### src/hdl/atcl_pkg.sv
// shared types and constants of the at command line recognizer
`default_nettype none

package atcl_pkg;

  localparam int unsigned PAT_COUNT = 4;
  localparam int unsigned PAT_MAXLEN = 7;
  localparam int unsigned PAT_SLOTS = 8;

  localparam int unsigned PAT_PLUS = 0;
  localparam int unsigned PAT_AT = 1;
  localparam int unsigned PAT_EXIT = 2;
  localparam int unsigned PAT_BOOT = 3;

  localparam logic [7:0] BYTE_CR = 8'd13;
  localparam logic [7:0] BYTE_LF = 8'd10;

  typedef enum logic [2:0] {
    RESP_ENTERED = 3'd0,
    RESP_OK      = 3'd1,
    RESP_BOOT    = 3'd2,
    RESP_EXITED  = 3'd3,
    RESP_ERROR   = 3'd4
  } response_e;

  // pattern text, padded with zeros beyond each pattern
  localparam logic [7:0] PAT_TEXT [PAT_COUNT][PAT_SLOTS] = '{
    '{8'h2B, 8'h2B, 8'h2B, 8'h00, 8'h00, 8'h00, 8'h00, 8'h00},
    '{8'h41, 8'h54, 8'h00, 8'h00, 8'h00, 8'h00, 8'h00, 8'h00},
    '{8'h41, 8'h54, 8'h2B, 8'h45, 8'h58, 8'h49, 8'h54, 8'h00},
    '{8'h41, 8'h54, 8'h2B, 8'h42, 8'h4F, 8'h4F, 8'h54, 8'h00}
  };

  localparam logic [2:0] PAT_LEN [PAT_COUNT] = '{3'd3, 3'd2, 3'd7, 3'd7};

  typedef struct packed {
    logic                 empty;
    logic [PAT_COUNT-1:0] hit;
  } line_status_t;

endpackage

`default_nettype wire

### src/hdl/atcl_if.sv
// stream interfaces for received bytes and responses
`default_nettype none

interface atcl_byte_if;
  logic       valid;
  logic       ready;
  logic [7:0] byte_in;

  modport source (output valid, output byte_in, input ready);
  modport sink (input valid, input byte_in, output ready);
endinterface

interface atcl_resp_if;
  logic       valid;
  logic       ready;
  logic [2:0] response;
  logic       in_command_mode;

  modport source (output valid, output response, output in_command_mode, input ready);
  modport sink (input valid, input response, input in_command_mode, output ready);
endinterface

`default_nettype wire

### src/hdl/atcl_line_match.sv
// line length counter and incremental pattern match flags
`default_nettype none

module atcl_line_match #(
  parameter int unsigned LINE_CAPACITY = 64
) (
  input  wire logic                   clk_i,
  input  wire logic                   rst_ni,
  input  wire logic                   step_i,
  input  wire logic [7:0]             byte_i,
  output atcl_pkg::line_status_t      status_o
);
  import atcl_pkg::*;

  localparam int unsigned LEN_W = $clog2(LINE_CAPACITY);

  logic [LEN_W-1:0]     len_q, len_d;
  logic [PAT_COUNT-1:0] flags_q, flags_d;
  logic                 is_term;
  logic                 keep;

  always_comb begin
    is_term = (byte_i == BYTE_CR) || (byte_i == BYTE_LF);
    status_o.empty = (len_q == '0);
    for (int p = 0; p < PAT_COUNT; p++) begin
      status_o.hit[p] = flags_q[p] && (len_q == LEN_W'(PAT_LEN[p]));
    end

    len_d = len_q;
    flags_d = flags_q;
    keep = 1'b0;
    if (step_i && is_term && !status_o.empty) begin
      len_d = '0;
      flags_d = '1;
    end else if (step_i && !is_term && (len_q < LEN_W'(LINE_CAPACITY - 1))) begin
      for (int p = 0; p < PAT_COUNT; p++) begin
        keep = (len_q < LEN_W'(PAT_LEN[p])) && (len_q < LEN_W'(PAT_MAXLEN)) &&
               (PAT_TEXT[p][len_q[2:0]] == byte_i);
        flags_d[p] = flags_q[p] & keep;
      end
      len_d = len_q + LEN_W'(1);
    end
  end

  always_ff @(posedge clk_i or negedge rst_ni) begin
    if (!rst_ni) begin
      len_q <= '0;
      flags_q <= '1;
    end else begin
      len_q <= len_d;
      flags_q <= flags_d;
    end
  end

endmodule

`default_nettype wire

### src/hdl/at_command_line_recognizer_core.sv
// at command line recognizer: byte stream in, mode responses out
//
// in_i carries received bytes; cr or lf ends a line, other bytes are line
// characters, of which up to LINE_CAPACITY-1 per line are kept.
// out_o carries one response per recognized line: entered command mode,
// ok, boot request, exited, or error, plus the mode after the line.
// a byte is registered at its transfer and judged once the output can
// advance, which updates the mode and loads the result register, so a
// response is offered from the result register after its line end.
// one byte per cycle is taken unless a waiting result is stalled; the match
// flags and the line length are the only per-line state, so nothing else holds the input.
// reset returns to idle mode with an empty line and no pending result.
// while the receiver stalls with a result waiting, one more byte is held
// in the input register and in_i.ready drops until the result moves on.
`default_nettype none

module at_command_line_recognizer_core #(
  parameter int unsigned LINE_CAPACITY = 64
) (
  input  wire logic   clk_i,
  input  wire logic   rst_ni,
  atcl_byte_if.sink   in_i,
  atcl_resp_if.source out_o
);
  import atcl_pkg::*;

  logic         s1_valid_q;
  logic [7:0]   s1_byte_q;
  logic         out_valid_q, out_valid_d;
  response_e    resp_q, resp_d;
  logic         mode_out_q;
  logic         cmd_mode_q, cmd_mode_d;
  logic         advance;
  logic         step;
  logic         is_term;
  logic         res_valid;
  line_status_t status;

  atcl_line_match #(
    .LINE_CAPACITY(LINE_CAPACITY)
  ) u_match (
    .clk_i    (clk_i),
    .rst_ni   (rst_ni),
    .step_i   (step),
    .byte_i   (s1_byte_q),
    .status_o (status)
  );

  assign advance = !out_valid_q || out_o.ready;
  assign step = s1_valid_q && advance;
  assign in_i.ready = !s1_valid_q || advance;

  assign out_o.valid = out_valid_q;
  assign out_o.response = resp_q;
  assign out_o.in_command_mode = mode_out_q;

  always_comb begin
    is_term = (s1_byte_q == BYTE_CR) || (s1_byte_q == BYTE_LF);
    res_valid = 1'b0;
    resp_d = RESP_ERROR;
    cmd_mode_d = cmd_mode_q;
    if (step && is_term && !status.empty) begin
      if (!cmd_mode_q) begin
        if (status.hit[PAT_PLUS]) begin
          res_valid = 1'b1;
          resp_d = RESP_ENTERED;
          cmd_mode_d = 1'b1;
        end
      end else begin
        res_valid = 1'b1;
        priority if (status.hit[PAT_AT]) begin
          resp_d = RESP_OK;
        end else if (status.hit[PAT_BOOT]) begin
          resp_d = RESP_BOOT;
          cmd_mode_d = 1'b0;
        end else if (status.hit[PAT_EXIT]) begin
          resp_d = RESP_EXITED;
          cmd_mode_d = 1'b0;
        end else begin
          resp_d = RESP_ERROR;
        end
      end
    end
    out_valid_d = advance ? res_valid : out_valid_q;
  end

  always_ff @(posedge clk_i or negedge rst_ni) begin
    if (!rst_ni) begin
      s1_valid_q <= 1'b0;
      out_valid_q <= 1'b0;
      cmd_mode_q <= 1'b0;
    end else begin
      if (in_i.ready) begin
        s1_valid_q <= in_i.valid;
      end
      out_valid_q <= out_valid_d;
      cmd_mode_q <= cmd_mode_d;
    end
  end

  always_ff @(posedge clk_i) begin
    if (in_i.valid && in_i.ready) begin
      s1_byte_q <= in_i.byte_in;
    end
    if (res_valid) begin
      resp_q <= resp_d;
      mode_out_q <= cmd_mode_d;
    end
  end

  a_entered_mode: assert property (@(posedge clk_i) disable iff (!rst_ni)
    (out_valid_q && resp_q == RESP_ENTERED) |-> mode_out_q)
    else $error("entered response without command mode");

  a_leave_mode: assert property (@(posedge clk_i) disable iff (!rst_ni)
    (out_valid_q && (resp_q == RESP_BOOT || resp_q == RESP_EXITED)) |-> !mode_out_q)
    else $error("boot or exit response left command mode set");

  a_cmd_resp: assert property (@(posedge clk_i) disable iff (!rst_ni)
    (out_valid_q && (resp_q == RESP_OK || resp_q == RESP_ERROR)) |-> mode_out_q)
    else $error("ok or error response outside command mode");

  a_mode_follows: assert property (@(posedge clk_i) disable iff (!rst_ni)
    (step && res_valid) |=> (out_valid_q && mode_out_q == cmd_mode_q))
    else $error("reported mode differs from mode state");

  a_ready_free: assert property (@(posedge clk_i) disable iff (!rst_ni)
    !s1_valid_q |-> in_i.ready)
    else $error("input stalled with empty input register");

endmodule

`default_nettype wire
### src/flat_wrapper.sv
// flat-port wrapper written by rule: the top's interface ports become plain ports
module at_command_line_recognizer_core_flat import atcl_pkg::*;
#(
  parameter int unsigned LINE_CAPACITY = 64
)
  (clk_i, rst_ni, in_i_valid, in_i_byte_in, in_i_ready, out_o_valid, out_o_response, out_o_in_command_mode, out_o_ready);
  atcl_byte_if in_i_i ();
  atcl_resp_if out_o_i ();
  input  wire logic clk_i;
  input  wire logic rst_ni;
  input wire logic [$bits(in_i_i.valid)-1:0] in_i_valid;
  input wire logic [$bits(in_i_i.byte_in)-1:0] in_i_byte_in;
  output wire logic [$bits(in_i_i.ready)-1:0] in_i_ready;
  output wire logic [$bits(out_o_i.valid)-1:0] out_o_valid;
  output wire logic [$bits(out_o_i.response)-1:0] out_o_response;
  output wire logic [$bits(out_o_i.in_command_mode)-1:0] out_o_in_command_mode;
  input wire logic [$bits(out_o_i.ready)-1:0] out_o_ready;
  assign in_i_i.valid = in_i_valid;
  assign in_i_i.byte_in = in_i_byte_in;
  assign in_i_ready = in_i_i.ready;
  assign out_o_valid = out_o_i.valid;
  assign out_o_response = out_o_i.response;
  assign out_o_in_command_mode = out_o_i.in_command_mode;
  assign out_o_i.ready = out_o_ready;
  at_command_line_recognizer_core #(.LINE_CAPACITY(LINE_CAPACITY)) u_core (.clk_i(clk_i), .rst_ni(rst_ni), .in_i(in_i_i), .out_o(out_o_i));
endmodule
### config.mk
export PLATFORM = sky130hd
export DESIGN_NAME = at_command_line_recognizer_core_flat
export DESIGN_NICKNAME = d
export VERILOG_FILES = /design/src/hdl/atcl_pkg.sv /design/src/hdl/atcl_if.sv /design/src/hdl/atcl_line_match.sv /design/src/hdl/at_command_line_recognizer_core.sv /design/src/flat_wrapper.sv
export SDC_FILE = /design/constraint.sdc
export NUM_CORES = 1
export LEC_CHECK = 0
export ABC_AREA = 1
export BUFFER_PORTS_ARGS = -buffer_cell sky130_fd_sc_hd__buf_2
export CAP_MARGIN = 20
export CORE_ASPECT_RATIO = 0.5
export CORE_MARGIN = 2
export CORE_UTILIZATION = 43
export DETAILED_ROUTE_END_ITERATION = 7
export GPL_TIMING_DRIVEN = 0
export PLACE_DENSITY_LB_ADDON = 0.15
export SLEW_MARGIN = 20
export SYNTH_ARGS = -nofsm -noshare
export SYNTH_HDL_FRONTEND = slang
export SYNTH_SLANG_ARGS = --single-unit
### constraint.sdc
create_clock -name clk_i -period 2.2 [get_ports clk_i]
set_input_delay 0 -clock clk_i [delete_from_list [all_inputs] [get_ports clk_i]]
set_output_delay 0 -clock clk_i [all_outputs]
set_load 0.02 [all_outputs]
After elaboration in Yosys (flattened, before gate mapping)
Memories as Yosys holds them, arrays and structs flattened.
Index checks and enable logic that the tools add are counted.
{"block": "op_classes", "add_sub_neg": 1, "magnitude_cmp": 5, "eq_ne": 9, "muxes": 25, "bitwise": 5, "reduce_logical": 25}
{"cell": "$mux 8", "count": 8}
{"cell": "$eq 8x8->1", "count": 4}
{"cell": "$eq 8x4->1 const B", "count": 2}
{"cell": "$logic_and 1x1->1", "count": 16}
{"cell": "$mux 3", "count": 5}
{"cell": "$eq 6x2->1 const B", "count": 2}
{"cell": "$lt 6x2->1 const B", "count": 2}
{"cell": "$mux 6", "count": 2}
{"cell": "$mux 1", "count": 8}
{"cell": "$mux 4", "count": 2}
{"cell": "$add 6x1->6 const B", "count": 1}
{"cell": "$eq 6x3->1 const B", "count": 1}
{"cell": "$logic_not 6->1", "count": 1}
{"cell": "$lt 6x3->1 const B", "count": 1}
{"cell": "$lt 6x6->1 const B", "count": 1}
{"cell": "$and 1x1->1", "count": 4}
{"cell": "$ge 4x4->1 const B", "count": 1}
{"cell": "$logic_not 1->1", "count": 4}
{"cell": "$not 3->4", "count": 1}
{"cell": "$logic_or 1x1->1", "count": 3}
{"cell": "$reduce_bool 2->1", "count": 1}
{"block": "word_totals", "ff_bits": 25, "romBits": 256, "output_inout_bits": 6, "elab_cells": 82, "memories": 4}
{"name": "(no name shown)", "depth": 8, "word_bits": 8, "read_ports": 1, "rd_clocked_by_memory_dff": 0, "wr": 0, "line": "atcl_line_match.sv:38", "source": "(PAT_TEXT[p][len_q[2:0]] == byte_i);"}
{"name": "(no name shown)", "depth": 8, "word_bits": 8, "read_ports": 1, "rd_clocked_by_memory_dff": 0, "wr": 0, "line": "atcl_line_match.sv:38"}
{"name": "(no name shown)", "depth": 8, "word_bits": 8, "read_ports": 1, "rd_clocked_by_memory_dff": 0, "wr": 0, "line": "atcl_line_match.sv:38"}
{"name": "(no name shown)", "depth": 8, "word_bits": 8, "read_ports": 1, "rd_clocked_by_memory_dff": 0, "wr": 0, "line": "atcl_line_match.sv:38"}

Depth between registers and ports, before layout
{"block": "logic_depth", "depth_word": 9, "mapped_depth": 13}

Hierarchy
From an unflattened synthesis, not the netlist that was laid out.
{"block": "unflattened", "cells_unflattened": 240, "area_unflattened_um2": 1814.2}
{"module": "atcl_line_match", "n_inst": 1, "cells_each": 177, "area_per_inst_um2": 1149.9, "seq_area_each_um2": 255.2}
{"module": "at_command_line_recognizer_core", "n_inst": 1, "cells_each": 63, "area_per_inst_um2": 664.4, "seq_area_each_um2": 435.4}

Worst setup path after synthesis
No wires, ideal clock.
{"block": "synth_timing", "kind": "reg-to-reg", "from": "reg u_core.s1_byte_q[4]", "to": "reg u_core.resp_q[2] (netlist: u_core.out_o.response[2]), data pin", "setup_ns": 0.274, "t_arrival_ns": 1.367, "path_slack_ns": 0.559, "stages_incl_launch_ff": 9, "path_buffers": 0, "period_less_slack_ns": 1.641, "cell_sequence": "edfxtp_1 inv_1 nand3_1 nor3_1 nand2_1 nor2_2 nand2_2 a21oi_1 o21ai_1"}
{"block": "synth_via", "elab_chain_len": 4}
{"element": "from (decl)", "line": "at_command_line_recognizer_core.sv:28", "source": "logic [7:0] s1_byte_q;"}
{"element": "from (signal assigned)", "line": "at_command_line_recognizer_core.sv:103", "source": "s1_byte_q <= in_i.byte_in;"}
{"element": "$eq 8x4->1", "line": "at_command_line_recognizer_core.sv:58", "source": "is_term = (s1_byte_q == BYTE_CR) || (s1_byte_q == BYTE_LF);"}
{"element": "$logic_or 1x1->1 *", "line": "at_command_line_recognizer_core.sv:58"}
{"element": "$logic_and 1x1->1 * (2 in series)", "line": "at_command_line_recognizer_core.sv:62", "source": "if (step && is_term && !status.empty) begin"}
{"element": "to (signal assigned)", "line": "at_command_line_recognizer_core.sv:106", "source": "resp_q <= resp_d;"}
{"element": "to (decl)", "line": "at_command_line_recognizer_core.sv:30", "source": "response_e resp_q, resp_d;"}
Mark *: on every way between the ends. The rest lies on a longest branch, timed or not.
A chain may end at the register's enable or synchronous reset.

Worst setup path in the final report
{"block": "layout_timing", "from": "reg u_core.u_match.len_q[5]", "to": "reg u_core.resp_q[2] (netlist: u_core.out_o.response[2]), data pin"}
{"block": "layout_via", "elab_chain_len": 6}
{"element": "from (decl)", "line": "atcl_line_match.sv:17", "source": "logic [LEN_W-1:0] len_q, len_d;"}
{"element": "from (signal assigned)", "line": "atcl_line_match.sv:50", "source": "len_q <= len_d;"}
{"element": "$eq 6x3->1", "line": "atcl_line_match.sv:26", "source": "status_o.hit[p] = flags_q[p] && (len_q == LEN_W'(PAT_LEN[p]));"}
{"element": "$logic_and 1x1->1", "line": "atcl_line_match.sv:26"}
{"element": "$mux 3", "line": "at_command_line_recognizer_core.sv:76", "source": "end else if (status.hit[PAT_EXIT]) begin"}
{"element": "$mux 3", "line": "at_command_line_recognizer_core.sv:73", "source": "end else if (status.hit[PAT_BOOT]) begin"}
{"element": "$mux 3", "line": "at_command_line_recognizer_core.sv:71", "source": "priority if (status.hit[PAT_AT]) begin"}
{"element": "$mux 3", "line": "at_command_line_recognizer_core.sv:63", "source": "if (!cmd_mode_q) begin"}
Parallel ways exist; a longest one is shown, timed or not.

==> impl_metrics.yaml <==
clock_network:
  clock_latency_ns: 0.28
  clkSlewWorstSetupHoldPaths_ns: 0.10
  ctsResizeCount: 0
  clock_sinks: 25
  clockBufferDepth: 2
  root_buffer: "clkbuf_8"
  cts_tree: "yes"
  htreeDepth: 1
  cts_buffers: 3
placement:
  gp_congestion: 0.855
  hpwl_um: 2610
  io_buffer_count: 17
  place_area_sq_mm: 0.00175
  dp_slack_ns: 0.316
  post-place-cells: 271
final_layout:
  syn_to_final_growth_pct: 18.6
  num-nets-final: 256
  final_area_sq_mm: 0.00189
  diodes: 0
  drive_above_1_share_pct: 17.1
  fin_util_pct: 54.3
  most-common-layout-cells: "nand2_1, inv_1, nand3_1"
  finalNonFillerCells: 285
  final_common_cell: "nand2_1"
hold_path:
  worst_hold_path.num_cells: 3
  min_path_type: "input port to flop"
  hold_path_end: "u_core.s1_valid_q$_DFFE_PN0N_"
  min_from: "in_i_valid"
sta:
  holdWs_ns: 0.0118
  timing.fmax_mhz: 519
  finalWorstSetupSlack_ns: 0.275
  fin_crit_sh_pct: 87.5
  hold_viol_final: 0
  tightest_slew_ns: 0.440
  period_minus_slack_ns: 1.93
  setup_viol: 0
  timing.slew.headroom_pct: 70.6
  tns_ns: 0
  fin_skew_ns: 0.00204
  rsz0062_at_grt: "no"
  maxSlewViolCount: 0
routing:
  drcViolationCount: 0
  viasPerCell: 4.78
  drt_first_pass_iters: 4
  wl_per_cell_um: 12.1
  drt_iter0_drc: 53
  via_count: 1362
  wirelength_um: 3450
  final_antenna_net_count: 0
synth:
  syn-cell-area_sq_mm: 0.00160
  synth-compound-area-share_pct: 7.60
  synth_area_leaders: "edfxtp_1, nand2_1, dfrtp_1, ha_1, nand3_1"
  synth.top_cell.area_share_pct: 22.6
  synth_top_family_by_area: "simple AND/OR/NAND/NOR gates"
  synthSimpleGateAreaFrac_pct: 32.4
  synthXorXnorAreaFrac_pct: 2.19
  synth_seq_cells: 25
  synthesis.nets: 224
  syn_avg_cell_area_sq_um: 7.87
  yosys.area_share.adder_pct: 7.05
  yosysWarnings: 0
  synthDistinctLibCells: 28
  syn_inst: 203
  synth_area_leader_cell: "edfxtp_1"
  synthMuxAreaShare_pct: 0
  ys_seq_area_share_pct: 43.2
floorplanning:
  ios: 18
  initial_core_util_pct: 45.8
  fp.dieW_um: 90.2
  die_h_um: 47.1
  row_count: 15
  coreArea_sq_mm: 0.00349
  fp.dieArea_sq_mm: 0.00425
setup_path:
  ff2ff_setup_slack_ns: 0.27
  cp-startpoint: "u_core.u_match.len_q[5]$_DFFE_PN0P_"
  worstPathArrival_ns: 1.95
  r2r-end: "u_core.out_o.response[2]$_SDFFCE_PN1P_"
  cp_max_fo: 5
  endpoint_kind: "flop"
  crit_type: "flop to flop"
  timing.rr.start: "u_core.u_match.len_q[5]$_DFFE_PN0P_"
  required_ns: 2.22
  start_kind: "flop"
  rr_worst_depth: 8
flow_run:
  maxCapViolCount: 0
grt:
  grt_start_max_net_pins: 16
  grt_pass1_wl_um: 5730
  grt-ovfl-total: 0
  antenna_found_initial: 0
  globalRouteTotalUtil_pct: 18.0
  grt_pass1_vias: 1243
pwr:
  p_int_mw: 0.915
  p_per_area_mw_per_mm2: 830
  clockPowerShare_pct: 18.9
  p_leak_nw: 0.925
  p_total_mw: 1.57
  p_seq_share_pct: 39.8
  p_switching_mw: 0.657
  swShare_pct: 41.8
  pwr-share-comb_pct: 41.4
  peakVddDrop_mv: 0.376
outcome:
  status: "finished clean"
[worst max-delay path, stage by stage, from the launching register on]
cell	delay (ns)
dfrtp_1	0.40
inv_1	0.12
nand3_2	0.16
nor2_1	0.16
inv_1	0.07
nor2_1	0.13
nand2_1	0.11
a21oi_1	0.40
o21ai_1	0.12
[how the worst max path moves through the flow]
| stage | depth (start not counted) | slack, ns | endpoint |
|---|---|---|---|
| 2_1_floorplan | 8 | 0.56 | u_core.out_o.response[2]$_SDFFCE_PN1P_ |
| 3_3_place_gp | 6 | 0.33 | u_core.out_o.response[2]$_SDFFCE_PN1P_ |
| 3_5_place_dp | 8 | 0.32 | u_core.out_o.response[2]$_SDFFCE_PN1P_ |
| 4_1_cts | 8 | 0.29 | u_core.out_o.response[2]$_SDFFCE_PN1P_ |
| 5_1_grt | 8 | 0.05 | u_core.out_o.response[2]$_SDFFCE_PN1P_ |
| 6_report | 8 | 0.27 | u_core.out_o.response[2]$_SDFFCE_PN1P_ |
[state kept, by name, indices dropped and copies added, names as in the netlist]
register	count
u_core.cmd_mode_q	1
u_core.s1_byte_q	8
u_core.u_match.len_q	6
u_core.out_o.in_command_mode	1
u_core.out_o.response	3
u_core.s1_valid_q	1
u_core.u_match.flags_q	4
u_core.out_o.valid	1
[routing by layer]
| layer | wire, um | global-route usage, % | vias to the layer above |
|---|---|---|---|
| li1 | - | - | 726 |
| met1 | 1820 | 23.8 | 603 |
| met2 | 1470 | 32.2 | 29 |
| met3 | 137 | 3.85 | 4 |
| met4 | 19 | 3.69 | 0 |
| met5 | 0 | 0 | - |
[power groups by stage]
stage	registers, mW	clock network [mW]	logic (mW)
5_1_grt	0.637	0.310	0.748
3_3_place_gp	0.634	0	0.615
2_1_floorplan	0.614	0	0.499
6_report	0.625	0.297	0.651
4_1_cts	0.625	0.299	0.648
3_5_place_dp	0.634	0	0.631
[cells by family after synthesis]
family | count (synthesis)
adders and majority gates | 9
xor gates and xnor gates | 4
and+or+nand+nor | 114
DFF | 25
buffers and inverters | 30
AOI/OAI and AO/OA | 21
[synthesized netlist by cell type]
cell type	number
nand2_1	65
nand4_1	3
nand3_1	22
nor4_1	1
o211ai_1	2
dfrtp_1	9
nor2_1	8
o21bai_1	2
nor2_2	1
o21ai_0	7
and2_1	1
nor2_4	1
xnor2_1	1
o31ai_1	1
ha_1	9
nand2_2	4
o22a_1	1
a21oi_1	6
buf_6	1
xor2_1	3
nand3_2	1
nor3_1	4
inv_2	4
nor3_2	3
inv_1	25
edfxtp_1	12
dfstp_2	4
o21ai_1	2
[final cells by class]
type	instances	area [sq um]
Buffer	1	11.3
Sequential cell	25	691
Inverter	29	109
Timing Repair Buffer	27	185
Tap cell	51	63.8
Fill cell	336	1600
Multi-Input combinational cell	148	787
Clock buffer	3	41.3
Clock inverter	1	6.26
[what timing repair did]
action	CTS	global route
hold endpoints to repair	22	0
setup buffers	0	0
hold buffers	10	0
Power figures use the tool's default switching activity.
